`src/hdl/prf_pkg.sv`:
```
package prf_pkg;

   // field widths
   localparam int CHAR_W = 8;
   localparam int ARG_W = 32;
   localparam int NIBBLE_W = 4;

   // digit counts
   localparam int DEC_DIGITS = 10;
   localparam int HEX_DIGITS = ARG_W / NIBBLE_W;
   localparam int DEF_MAX_DIGITS = 10;

   // binary to bcd conversion: one nibble of the argument per step
   localparam int BITS_PER_STEP = 4;
   localparam int CONV_STEPS = ARG_W / BITS_PER_STEP;
   localparam int STEP_CNT_W = $clog2(CONV_STEPS + 1);

   // byte codes
   localparam logic [CHAR_W-1:0] ASCII_ZERO = 8'h30;
   localparam logic [CHAR_W-1:0] ASCII_HEXLOW = 8'h60;
   localparam logic [CHAR_W-1:0] BYTE_PERCENT = 8'h25;
   localparam logic [CHAR_W-1:0] BYTE_D = 8'h64;
   localparam logic [CHAR_W-1:0] BYTE_X = 8'h78;
   localparam logic [CHAR_W-1:0] BYTE_NUL = 8'h00;

   // control into the digit shifter
   typedef struct packed {
      logic load;
      logic advance;
      logic keep_zeros;
   } shift_ctrl_type;

   // status out of the digit shifter
   typedef struct packed {
      logic valid;
      logic last;
      logic [NIBBLE_W-1:0] digit;
   } digit_stat_type;

   // digit value to ascii, lowercase hex letters
   function automatic logic [CHAR_W-1:0] digit_to_ascii(input logic [NIBBLE_W-1:0] d);
      logic [CHAR_W-1:0] wide;
      wide = {{(CHAR_W - NIBBLE_W){1'b0}}, d};
      if (d < 4'd10) begin
         return wide + ASCII_ZERO;
      end
      return wide - 8'd9 + ASCII_HEXLOW;
   endfunction

endpackage

```
`src/hdl/prf_req_if.sv`:
```
interface prf_req_if import prf_pkg::*; ();
   logic valid;
   logic ready;
   logic [CHAR_W-1:0] format_char;
   logic [ARG_W-1:0] arg_value;

   modport source (output valid, output format_char, output arg_value, input ready);
   modport sink (input valid, input format_char, input arg_value, output ready);
endinterface

```
`src/hdl/prf_rsp_if.sv`:
```
interface prf_rsp_if import prf_pkg::*; ();
   logic valid;
   logic ready;
   logic [CHAR_W-1:0] out_char;
   logic last;

   modport source (output valid, output out_char, output last, input ready);
   modport sink (input valid, input out_char, input last, output ready);
endinterface

```
`src/hdl/printf_int_formatter.sv`:
```
// Integer formatter for a printf-style byte stream. Each req transfer carries one format
// byte and a 32-bit argument. An ordinary byte comes out as one rsp byte with last set, a
// NUL comes out as 0x00, '%' arms a conversion and gives nothing, and the next byte picks
// it: 'd' prints the argument as unsigned decimal, 'x' as lowercase hex, most significant
// digit first without leading zeros; any other byte there but NUL is dropped. A hex
// conversion loads the argument into the digit shifter (MAX_DIGITS digit positions, capped
// at 10), whose leading zeros are shifted out one per cycle and whose digits leave one per
// cycle unless rsp stalls. A decimal conversion first runs the binary to BCD converter,
// which takes one argument nibble per cycle and then flags done. Values needing more than
// MAX_DIGITS digits keep only their low digits, with zeros included for decimal. The output
// is registered, and stalls on rsp simply hold the digit stream.
module printf_int_formatter import prf_pkg::*; #(
   parameter int MAX_DIGITS = DEF_MAX_DIGITS
) (
   input logic        clock,
   input logic        reset,
   prf_req_if.sink    req_bus,
   prf_rsp_if.source  rsp_bus
);

   localparam int NUM_DIGITS = (MAX_DIGITS < DEC_DIGITS) ? MAX_DIGITS : DEC_DIGITS;
   localparam int DIG_W = NUM_DIGITS * NIBBLE_W;

   localparam logic [1:0] ST_IDLE = 2'd0;
   localparam logic [1:0] ST_CONV = 2'd1;
   localparam logic [1:0] ST_EMIT = 2'd2;

   logic [1:0] state_ff, state_in;
   logic pending_ff, pending_in;
   logic rsp_valid_ff, rsp_valid_in;
   logic [CHAR_W-1:0] rsp_char_ff, rsp_char_in;
   logic rsp_last_ff, rsp_last_in;

   logic out_free;
   logic req_fire;
   logic conv_start;
   logic conv_done;
   logic conv_overflow;
   logic [DIG_W-1:0] conv_bcd;
   logic [DIG_W-1:0] load_digits;
   shift_ctrl_type shift_ctrl;
   digit_stat_type digit_stat;

   assign out_free = !rsp_valid_ff || rsp_bus.ready;
   assign req_bus.ready = (state_ff == ST_IDLE) && out_free;
   assign req_fire = req_bus.valid && req_bus.ready;

   // decimal digits come from the converter, hex digits straight from the argument
   assign load_digits = (state_ff == ST_CONV) ? conv_bcd : DIG_W'(req_bus.arg_value);

   prf_bcd_conv #(
      .NUM_DIGITS (NUM_DIGITS)
   ) u_conv (
      .clock    (clock),
      .reset    (reset),
      .start    (conv_start),
      .value    (req_bus.arg_value),
      .done     (conv_done),
      .overflow (conv_overflow),
      .bcd      (conv_bcd)
   );

   prf_digit_shift #(
      .NUM_DIGITS (NUM_DIGITS)
   ) u_shift (
      .clock       (clock),
      .reset       (reset),
      .ctrl        (shift_ctrl),
      .load_digits (load_digits),
      .stat        (digit_stat)
   );

   // control and output register
   always_comb begin
      state_in = state_ff;
      pending_in = pending_ff;
      rsp_valid_in = rsp_valid_ff && !rsp_bus.ready;
      rsp_char_in = rsp_char_ff;
      rsp_last_in = rsp_last_ff;
      conv_start = 1'b0;
      shift_ctrl.load = 1'b0;
      shift_ctrl.advance = 1'b0;
      shift_ctrl.keep_zeros = 1'b0;

      unique case (state_ff)
         ST_IDLE: begin
            if (req_fire) begin
               if (pending_ff) begin
                  pending_in = 1'b0;
                  if (req_bus.format_char == BYTE_D) begin
                     conv_start = 1'b1;
                     state_in = ST_CONV;
                  end else if (req_bus.format_char == BYTE_X) begin
                     shift_ctrl.load = 1'b1;
                     state_in = ST_EMIT;
                  end else if (req_bus.format_char == BYTE_NUL) begin
                     rsp_valid_in = 1'b1;
                     rsp_char_in = BYTE_NUL;
                     rsp_last_in = 1'b1;
                  end
               end else if (req_bus.format_char == BYTE_PERCENT) begin
                  pending_in = 1'b1;
               end else begin
                  rsp_valid_in = 1'b1;
                  rsp_char_in = req_bus.format_char;
                  rsp_last_in = 1'b1;
               end
            end
         end
         ST_CONV: begin
            if (conv_done) begin
               shift_ctrl.load = 1'b1;
               shift_ctrl.keep_zeros = conv_overflow;
               state_in = ST_EMIT;
            end
         end
         ST_EMIT: begin
            if (digit_stat.valid && out_free) begin
               shift_ctrl.advance = 1'b1;
               rsp_valid_in = 1'b1;
               rsp_char_in = digit_to_ascii(digit_stat.digit);
               rsp_last_in = digit_stat.last;
               if (digit_stat.last) begin
                  state_in = ST_IDLE;
               end
            end
         end
         default: begin
            state_in = ST_IDLE;
         end
      endcase
   end

   always_ff @(posedge clock) begin
      if (reset) begin
         state_ff <= ST_IDLE;
         pending_ff <= 1'b0;
         rsp_valid_ff <= 1'b0;
      end else begin
         state_ff <= state_in;
         pending_ff <= pending_in;
         rsp_valid_ff <= rsp_valid_in;
      end
      rsp_char_ff <= rsp_char_in;
      rsp_last_ff <= rsp_last_in;
   end

   assign rsp_bus.valid = rsp_valid_ff;
   assign rsp_bus.out_char = rsp_char_ff;
   assign rsp_bus.last = rsp_last_ff;

`ifndef SYNTH
   // converter finishes only while a decimal conversion is waiting for it
   a_conv_done_in_conv: assert property (@(posedge clock) disable iff (reset)
      conv_done |-> (state_ff == ST_CONV))
      else $error("converter done outside conversion state");

   // digits are offered only while emitting
   a_digit_in_emit: assert property (@(posedge clock) disable iff (reset)
      digit_stat.valid |-> (state_ff == ST_EMIT))
      else $error("digit offered outside emit state");

   // a pending conversion is armed only by a percent transfer
   a_pending_from_percent: assert property (@(posedge clock) disable iff (reset)
      $rose(pending_ff) |-> $past(req_fire && (req_bus.format_char == BYTE_PERCENT)))
      else $error("conversion armed without a percent byte");

   // hex conversion goes straight to emitting
   a_hex_to_emit: assert property (@(posedge clock) disable iff (reset)
      (req_fire && pending_ff && (req_bus.format_char == BYTE_X)) |=> (state_ff == ST_EMIT))
      else $error("hex conversion did not start emitting");
`endif

endmodule

```
`src/hdl/prf_bcd_conv.sv`:
```
module prf_bcd_conv import prf_pkg::*; #(
   parameter int NUM_DIGITS = DEC_DIGITS
) (
   input  logic                         clock,
   input  logic                         reset,
   input  logic                         start,
   input  logic [ARG_W-1:0]             value,
   output logic                         done,
   output logic                         overflow,
   output logic [NUM_DIGITS*NIBBLE_W-1:0] bcd
);

   localparam int DIG_W = NUM_DIGITS * NIBBLE_W;

   logic [ARG_W-1:0] bin_ff, bin_in;
   logic [DIG_W-1:0] bcd_ff, bcd_in;
   logic [STEP_CNT_W-1:0] steps_ff, steps_in;
   logic done_ff, done_in;
   logic ovf_ff, ovf_in;

   // one argument nibble per cycle: add-3 correction then shift, four times
   always_comb begin
      logic [DIG_W-1:0] bcd_v;
      logic [ARG_W-1:0] bin_v;
      logic ovf_v;
      bcd_v = bcd_ff;
      bin_v = bin_ff;
      ovf_v = ovf_ff;
      for (int b = 0; b < BITS_PER_STEP; b++) begin
         for (int d = 0; d < NUM_DIGITS; d++) begin
            if (bcd_v[d*NIBBLE_W +: NIBBLE_W] >= 4'd5) begin
               bcd_v[d*NIBBLE_W +: NIBBLE_W] = bcd_v[d*NIBBLE_W +: NIBBLE_W] + 4'd3;
            end
         end
         // a set bit leaving the top digit means more digits than are kept
         ovf_v = ovf_v | bcd_v[DIG_W-1];
         bcd_v = {bcd_v[DIG_W-2:0], bin_v[ARG_W-1]};
         bin_v = {bin_v[ARG_W-2:0], 1'b0};
      end

      bin_in = bin_ff;
      bcd_in = bcd_ff;
      ovf_in = ovf_ff;
      steps_in = steps_ff;
      done_in = 1'b0;
      if (start) begin
         bin_in = value;
         bcd_in = '0;
         ovf_in = 1'b0;
         steps_in = STEP_CNT_W'(CONV_STEPS);
      end else if (steps_ff != '0) begin
         bin_in = bin_v;
         bcd_in = bcd_v;
         ovf_in = ovf_v;
         steps_in = steps_ff - STEP_CNT_W'(1);
         done_in = (steps_ff == STEP_CNT_W'(1));
      end
   end

   always_ff @(posedge clock) begin
      if (reset) begin
         steps_ff <= '0;
         done_ff <= 1'b0;
      end else begin
         steps_ff <= steps_in;
         done_ff <= done_in;
      end
      bin_ff <= bin_in;
      bcd_ff <= bcd_in;
      ovf_ff <= ovf_in;
   end

   assign done = done_ff;
   assign overflow = ovf_ff;
   assign bcd = bcd_ff;

endmodule

```
`src/hdl/prf_digit_shift.sv`:
```
module prf_digit_shift import prf_pkg::*; #(
   parameter int NUM_DIGITS = DEC_DIGITS
) (
   input  logic                          clock,
   input  logic                          reset,
   input  shift_ctrl_type                ctrl,
   input  logic [NUM_DIGITS*NIBBLE_W-1:0] load_digits,
   output digit_stat_type                stat
);

   localparam int DIG_W = NUM_DIGITS * NIBBLE_W;
   localparam int CNT_W = $clog2(NUM_DIGITS + 1);

   logic [DIG_W-1:0] digits_ff, digits_in;
   logic [CNT_W-1:0] count_ff, count_in;
   logic started_ff, started_in;
   logic [NIBBLE_W-1:0] top_digit;
   logic skipping;

   // leading zeros drop out one per cycle, the final digit always stays
   assign top_digit = digits_ff[DIG_W-1 -: NIBBLE_W];
   assign skipping = (count_ff != '0) && (count_ff != CNT_W'(1)) && !started_ff
                     && (top_digit == '0);

   always_comb begin
      digits_in = digits_ff;
      count_in = count_ff;
      started_in = started_ff;
      if (ctrl.load) begin
         digits_in = load_digits;
         count_in = CNT_W'(NUM_DIGITS);
         // keep_zeros, set for a truncated decimal value, prints all kept digits, zeros included
         started_in = ctrl.keep_zeros;
      end else if (skipping || (ctrl.advance && stat.valid)) begin
         digits_in = {digits_ff[DIG_W-NIBBLE_W-1:0], {NIBBLE_W{1'b0}}};
         count_in = count_ff - CNT_W'(1);
         started_in = !skipping;
      end
   end

   always_ff @(posedge clock) begin
      if (reset) begin
         count_ff <= '0;
         started_ff <= 1'b0;
      end else begin
         count_ff <= count_in;
         started_ff <= started_in;
      end
      digits_ff <= digits_in;
   end

   assign stat.valid = (count_ff != '0) && !skipping;
   assign stat.last = (count_ff == CNT_W'(1));
   assign stat.digit = top_digit;

endmodule

```
`src/flat_wrapper.sv`:
```
// flat-port wrapper written by rule: the top's interface ports become plain ports
module printf_int_formatter_flat import prf_pkg::*;
#(
   parameter int MAX_DIGITS = DEF_MAX_DIGITS
)
  (clock, reset, req_bus_valid, req_bus_format_char, req_bus_arg_value, req_bus_ready, rsp_bus_valid, rsp_bus_out_char, rsp_bus_last, rsp_bus_ready);
  prf_req_if req_bus_i ();
  prf_rsp_if rsp_bus_i ();
  input logic clock;
  input logic reset;
  input wire logic [$bits(req_bus_i.valid)-1:0] req_bus_valid;
  input wire logic [$bits(req_bus_i.format_char)-1:0] req_bus_format_char;
  input wire logic [$bits(req_bus_i.arg_value)-1:0] req_bus_arg_value;
  output wire logic [$bits(req_bus_i.ready)-1:0] req_bus_ready;
  output wire logic [$bits(rsp_bus_i.valid)-1:0] rsp_bus_valid;
  output wire logic [$bits(rsp_bus_i.out_char)-1:0] rsp_bus_out_char;
  output wire logic [$bits(rsp_bus_i.last)-1:0] rsp_bus_last;
  input wire logic [$bits(rsp_bus_i.ready)-1:0] rsp_bus_ready;
  assign req_bus_i.valid = req_bus_valid;
  assign req_bus_i.format_char = req_bus_format_char;
  assign req_bus_i.arg_value = req_bus_arg_value;
  assign req_bus_ready = req_bus_i.ready;
  assign rsp_bus_valid = rsp_bus_i.valid;
  assign rsp_bus_out_char = rsp_bus_i.out_char;
  assign rsp_bus_last = rsp_bus_i.last;
  assign rsp_bus_i.ready = rsp_bus_ready;
  printf_int_formatter #(.MAX_DIGITS(MAX_DIGITS)) u_core (.clock(clock), .reset(reset), .req_bus(req_bus_i), .rsp_bus(rsp_bus_i));
endmodule
```
`config.mk`:
```
export PLATFORM = sky130hd
export DESIGN_NAME = printf_int_formatter_flat
export DESIGN_NICKNAME = d
export VERILOG_FILES = /design/src/hdl/prf_pkg.sv /design/src/hdl/prf_req_if.sv /design/src/hdl/prf_rsp_if.sv /design/src/hdl/printf_int_formatter.sv /design/src/hdl/prf_bcd_conv.sv /design/src/hdl/prf_digit_shift.sv /design/src/flat_wrapper.sv
export SDC_FILE = /design/constraint.sdc
export NUM_CORES = 1
export LEC_CHECK = 0
export BUFFER_PORTS_ARGS = -buffer_cell sky130_fd_sc_hd__buf_2
export CAP_MARGIN = 20
export CORE_ASPECT_RATIO = 1.4
export CORE_UTILIZATION = 31
export CTS_CLUSTER_DIAMETER = 30
export DETAILED_ROUTE_END_ITERATION = 8
export SYNTH_ARGS = -nofsm -noshare
export SYNTH_HDL_FRONTEND = slang
export SYNTH_SLANG_ARGS = --single-unit
export TNS_END_PERCENT = 50
```
`constraint.sdc`:
```
create_clock -name clock -period 7 [get_ports clock]
set_clock_uncertainty 0.05 [all_clocks]
set_input_delay 0.7 -clock clock [delete_from_list [all_inputs] [get_ports clock]]
set_output_delay 0.7 -clock clock [all_outputs]
set_load 0.05 [all_outputs]
```
# Yosys cells after proc, flatten, opt, wreduce, memory -nomap -nowiden
# Cells that the tools add are included.
[word_totals]
register_bits = 136
out_inout_bits = 11
input_bits = 44
elab_cells = 257
[classes]
add_sub_neg = 45
n_lt_le_gt_ge = 41
bitwise_logic = 5
eq_ne = 18
n_reduce_logical = 29
n_mux = 104
[op_table]
columns = ["operator", "count"]
rows = [
  ["4-bit two-way mux", 44],
  ["4-bit by 2-bit adder with 4-bit output (second input constant)", 40],
  ["4-bit by 3-bit >= comparator with 1-bit output (second input constant)", 40],
  ["40-bit two-way mux", 3],
  ["8-bit two-way mux", 9],
  ["32-bit two-way mux", 2],
  ["1-bit two-way mux", 34],
  ["8-bit by 7-bit == test with 1-bit output (second input constant)", 2],
  ["8-bit case mux with 2 select lines", 1],
  ["2-bit two-way mux", 7],
  ["3-bit inequality test (second input constant)", 4],
  ["1-bit logical AND", 9],
  ["8-bit by 7-bit adder with 8-bit output (second input constant)", 1],
  ["4-bit by 1-bit == test with 1-bit output (second input constant)", 2],
  ["8-bit by 6-bit == test with 1-bit output (second input constant)", 1],
  ["8-bit zero test", 1],
  ["2-bit by 1-bit inequality test with 1-bit output (second input constant)", 4],
  ["4-bit nonzero test", 2],
  ["4-bit by 1-bit subtractor with 4-bit output (second input constant)", 2],
  ["4-bit by 6-bit adder with 7-bit output (second input constant)", 1],
  ["7-bit AND reduction", 1],
  ["1-bit case mux with 2 select lines", 3],
  ["2-bit case mux with 3 select lines", 1],
  ["6-bit AND reduction", 1],
  ["17 further kinds", 27],
]

# Logic depth before layout (Yosys ltp)
[depth]
word_depth = 13
depth_mapped = 21
depth_no_buf = 21

# By module
# From an unflattened synthesis, not the netlist that was laid out.
[hier_totals]
hier_cells = 1167
hier_area_um2 = 10755.3
[modules_own_cells]
columns = ["module", "area_per_inst_um2", "seq_area_each_um2", "cells_per_inst", "instances"]
rows = [
  ["prf_bcd_conv", 7440.9, 1881.8, 909, 1],
  ["prf_digit_shift", 2063.2, 1301.2, 129, 1],
  ["printf_int_formatter", 1251.2, 350.3, 129, 1],
]

# Worst setup path after synthesis
# OpenSTA, ideal clock, no wires.
[synth_timing]
path_kind = "flip-flop to flip-flop"
startpoint = "register u_core.u_conv.bcd_ff[9], in the netlist u_core.u_conv.bcd[9]"
endpoint = "register u_core.u_conv.bcd_ff[10], in the netlist u_core.u_conv.bcd[10]"
t_arrival_ns = 3.955
required_ns = 6.891
setup_slack_ns = 2.936
path_stages_with_launch = 21
setup_time_ns = 0.059
synth_period_minus_slack_ns = 4.064
n_path_buf = 0
path_cell_list = "dfxtp_1 inv_1 ha_1 nand2b_1 a21oi_1 xnor2_1 inv_1 ha_1 nand2b_1 a311oi_1 o21a_1 xor2_1 inv_1 ha_1 o21ai_0 a21oi_1 a31oi_1 ha_1 a211o_1 a31oi_1 a22o_1"
[synth_between]
elab_chain_cells = 8
elab_cells_between_ends = 12
classes_between = "4 x add/sub; 4 x order compare; 4 x mux"
[synth_lines]
columns = ["element", "line", "source"]
rows = [
  ["start, declared", "prf_bcd_conv.sv:16", "logic [DIG_W-1:0] bcd_ff, bcd_in;"],
  ["start signal, assigned", "prf_bcd_conv.sv:69", "bcd_ff <= bcd_in;"],
  ["4-bit by 2-bit adder with 4-bit output / 4-bit by 3-bit >= comparator with 1-bit output (equally long branches)", "prf_bcd_conv.sv:32, prf_bcd_conv.sv:31", ""],
  ["4-bit two-way mux *", "prf_bcd_conv.sv:31", "if (bcd_v[d*NIBBLE_W +: NIBBLE_W] >= 4'd5) begin"],
  ["4-bit by 2-bit adder with 4-bit output / 4-bit by 3-bit >= comparator with 1-bit output (equally long branches)", "prf_bcd_conv.sv:32, prf_bcd_conv.sv:31", ""],
  ["4-bit two-way mux *", "prf_bcd_conv.sv:31", ""],
  ["4-bit by 3-bit >= comparator with 1-bit output / 4-bit by 2-bit adder with 4-bit output (equally long branches)", "prf_bcd_conv.sv:31, prf_bcd_conv.sv:32", ""],
  ["4-bit two-way mux *", "prf_bcd_conv.sv:31", ""],
  ["4-bit by 2-bit adder with 4-bit output / 4-bit by 3-bit >= comparator with 1-bit output (equally long branches)", "prf_bcd_conv.sv:32, prf_bcd_conv.sv:31", ""],
  ["4-bit two-way mux *", "prf_bcd_conv.sv:31", ""],
]
# Mark *: on every way between the ends. The rest lies on a longest branch, timed or not.
# A chain may end at the register's enable or synchronous reset.

# Final worst setup path
[layout_timing]
startpoint = "register u_core.u_conv.bcd_ff[9], in the netlist u_core.u_conv.bcd[9]"
endpoint = "register u_core.u_conv.bcd_ff[9], in the netlist u_core.u_conv.bcd[9]"
[layout_between]
elab_chain_cells = 8
elab_cells_between_ends = 11
classes_between = "3 x add/sub; 4 x order compare; 4 x mux"
[layout_lines]
columns = ["element", "line"]
rows = [
  ["4-bit by 2-bit adder with 4-bit output / 4-bit by 3-bit >= comparator with 1-bit output (equally long branches)", "prf_bcd_conv.sv:32, prf_bcd_conv.sv:31"],
  ["4-bit two-way mux *", "prf_bcd_conv.sv:31"],
  ["4-bit by 2-bit adder with 4-bit output / 4-bit by 3-bit >= comparator with 1-bit output (equally long branches)", "prf_bcd_conv.sv:32, prf_bcd_conv.sv:31"],
  ["4-bit two-way mux *", "prf_bcd_conv.sv:31"],
  ["4-bit by 3-bit >= comparator with 1-bit output / 4-bit by 2-bit adder with 4-bit output (equally long branches)", "prf_bcd_conv.sv:31, prf_bcd_conv.sv:32"],
  ["4-bit two-way mux *", "prf_bcd_conv.sv:31"],
  ["4-bit by 3-bit >= comparator with 1-bit output *", "prf_bcd_conv.sv:31"],
  ["4-bit two-way mux *", "prf_bcd_conv.sv:31"],
]
# Marks and branches as above.

==> impl_metrics.ini <==
[floorplan]
fp.dieH_um = 220
die_width_um = 158
start_util = 0.316
core.rowCount = 79
die_area_um2 = 34700
core_um2 = 33300
io_pins = 55

[final_layout]
area_delta_synth_final_pct = 12.5
fin_util = 0.355
layout-drive-gt1-share = 0.128
diodes = 0
fin_nets = 1392

[clock_tree]
cts_buffers = 17
cts_buffer_depth = 2
post-cts-setup-buffers = 0
cts.sinks = 136
cts-resized-gates = 0
cts_tree = done
root_buffer = clkbuf_16
postCtsHoldBufs = 0
cts.clk_slew.worst_paths_ps = 60
clk_latency_ps = 420
htreeDepth = 4

[synthesis]
yosys.cell_types.count = 91
synth.ff_latch_count = 136
synth_fp_nets = 1351
yosys.area.top_type = edfxtp_1
synth_mux_area_frac = 0.0908
seq_area_frac_synth = 0.336
ys_async_sr_fraction = 0
syn_area_um2 = 10500
yosys_warnings = 0
synth_compound_area_frac = 0.222
synth-edff-count = 81
synth_top_cells_by_count = nand2_1 (205), o21ai_0 (91), a21oi_1 (85)
synth_top_family_by_area = compound AO/OA/AOI/OAI gates
synth_top_area_frac = 0.231
synth-simple-area-share = 0.202
synth_cells = 1244
synth_ff_type = edfxtp_1
avgSynthCellArea_um2 = 8.45
synth_most_common_cell = nand2_1
synth.area.top_cells = edfxtp_1 (23%), dfxtp_1 (10%), ha_1 (7.5%)
synth_xor_area_frac = 0.0293
yosys.area_share.adder = 0.0768

[sta]
rsz0062_at_grt = false
slew-limit-headroom = 0.289
setup_viol = 0
tns_ps = 0
fin_ws_ps = 2390
fin_crit_ps = 4610
finalCritPeriodShare = 0.659
finalHoldViolCount = 0
maxSlewViolCount = 0
hold_ws_ps = 443
timing.fmax_mhz = 217
worstMarginPinSlew_ps = 1060

[placement]
port_buffers = 54
dp_hpwl_um = 19100
place_ws_ps = 2490
place_congestion = 0.821

[global_routing]
grt_use_met1 = 0.179
grt-ovfl-total = 0
top_usage_layer = met2
use_met3 = 0.0197
antenna_found_initial = 0
met2_usage = 0.287
grt_pass1_wl_um = 42100
grt_pass1_vias = 8527
grt_max_degree = 81
grt_usage = 0.154

[routing]
viasPerCell = 5.22
ant_nets = 0
drt-total-wl_um = 26300
vias = 9095
detail_route.wl_per_cell_um = 15.1
drt-initial-drc-count = 633
firstDrtPassIters = 5
post-route-drc-count = 0

[critical_path]
setup.worst_path.start_class = flip-flop
path_class = reg2reg
critPathMaxFanout = 6
required_ps = 7250
end_kind = flip-flop
crit_arrival_ps = 4860

[status]
status = finished, final reports clean

[flow_run]
maxCapViolCount = 0

[hold_path]
hold_class = reg2reg
==> kinds of logic (layout without fill, tap and decap cells) <==
group / count (synthesis) / count (layout)
adders and majority gates: 65 / 65
and+or+nand+nor: 449 / 449
AOI/OAI and AO/OA: 354 / 354
DFF: 136 / 136
buffers and inverters: 120 / 174
muxes: 90 / 90
xor gates and xnor gates: 30 / 30
==> through the flow <==
stage	instances	area (um2)
final	1743	11800
after global placement	1710	11300
after detailed placement	1710	11300
after CTS	1742	11800
after floorplan	1244	10500
after global routing	1743	11800
==> worst max-delay path, cell delays in order, from the launching register on <==
cell	delay, ps
dfxtp_1	420
inv_1	90
ha_1	180
nand2b_1	150
a21oi_1	260
xnor2_1	200
inv_1	120
ha_1	200
nand2b_1	190
a311oi_1	280
o21a_1	220
xor2_1	310
inv_1	120
ha_1	230
o21ai_0	180
a21oi_1	80
a31oi_1	400
ha_1	330
o21ai_0	180
a32oi_1	260
nand2_1	70
==> final cells by class <==
cell class              instances  area, um2
fillers                      3422      21500
multi-input cells             988       6540
flip-flops and latches        136       3530
well taps                     445        557
clock buffers                  25        485
repair buffers                 63        350
inverters                      79        297
clock inverters                 7       71.3
==> cell usage in the layout, fill, tap and decap left out, types with 21 or more instances in the layout <==
| cell | count |
|---|---|
| mux2_2 | 25 |
| nor3_1 | 31 |
| dfxtp_1 | 55 |
| ha_1 | 63 |
| o21ai_0 | 91 |
| nand2b_1 | 31 |
| inv_1 | 75 |
| buf_2 | 54 |
| a21oi_1 | 85 |
| nand3_1 | 21 |
| mux2i_1 | 60 |
| xnor2_1 | 22 |
| edfxtp_1 | 81 |
| nor2_1 | 71 |
| nand2_1 | 204 |
==> flip-flops by register name, indices dropped and copies added, names as in the netlist, 2 cells and up <==
name,flops
u_core.rsp_bus.out_char,8
u_core.u_shift.count_ff,4
u_core.u_conv.steps_ff,4
u_core.u_conv.bin_ff,32
u_core.u_shift.digits_ff,40
u_core.state_ff,2
u_core.u_conv.bcd,40
==> final timing paths <==
path	slack (ps)	cells past startpoint	end	from
worst max register to register	2390	20	u_core.u_conv.bcd[9]	u_core.u_conv.bcd[9]
worst max-delay path	2390	20	u_core.u_conv.bcd[9]	u_core.u_conv.bcd[9]
worst min-delay path	440	2	u_core.u_shift.started_ff	u_core.u_shift.started_ff
worst min register to register	440	2	u_core.u_shift.started_ff	u_core.u_shift.started_ff
==> metal layers <==
| layer | vias up | routed length, um |
|---|---|---|
| met2 | 173 | 13600 |
| met5 | - | 0 |
| met1 | 4308 | 11200 |
| met4 | 0 | 574 |
| met3 | 33 | 968 |
| li1 | 4581 | - |
Power is not shown: default switching activity piles up to over one toggle a cycle in this logic, so the estimate is an artifact.
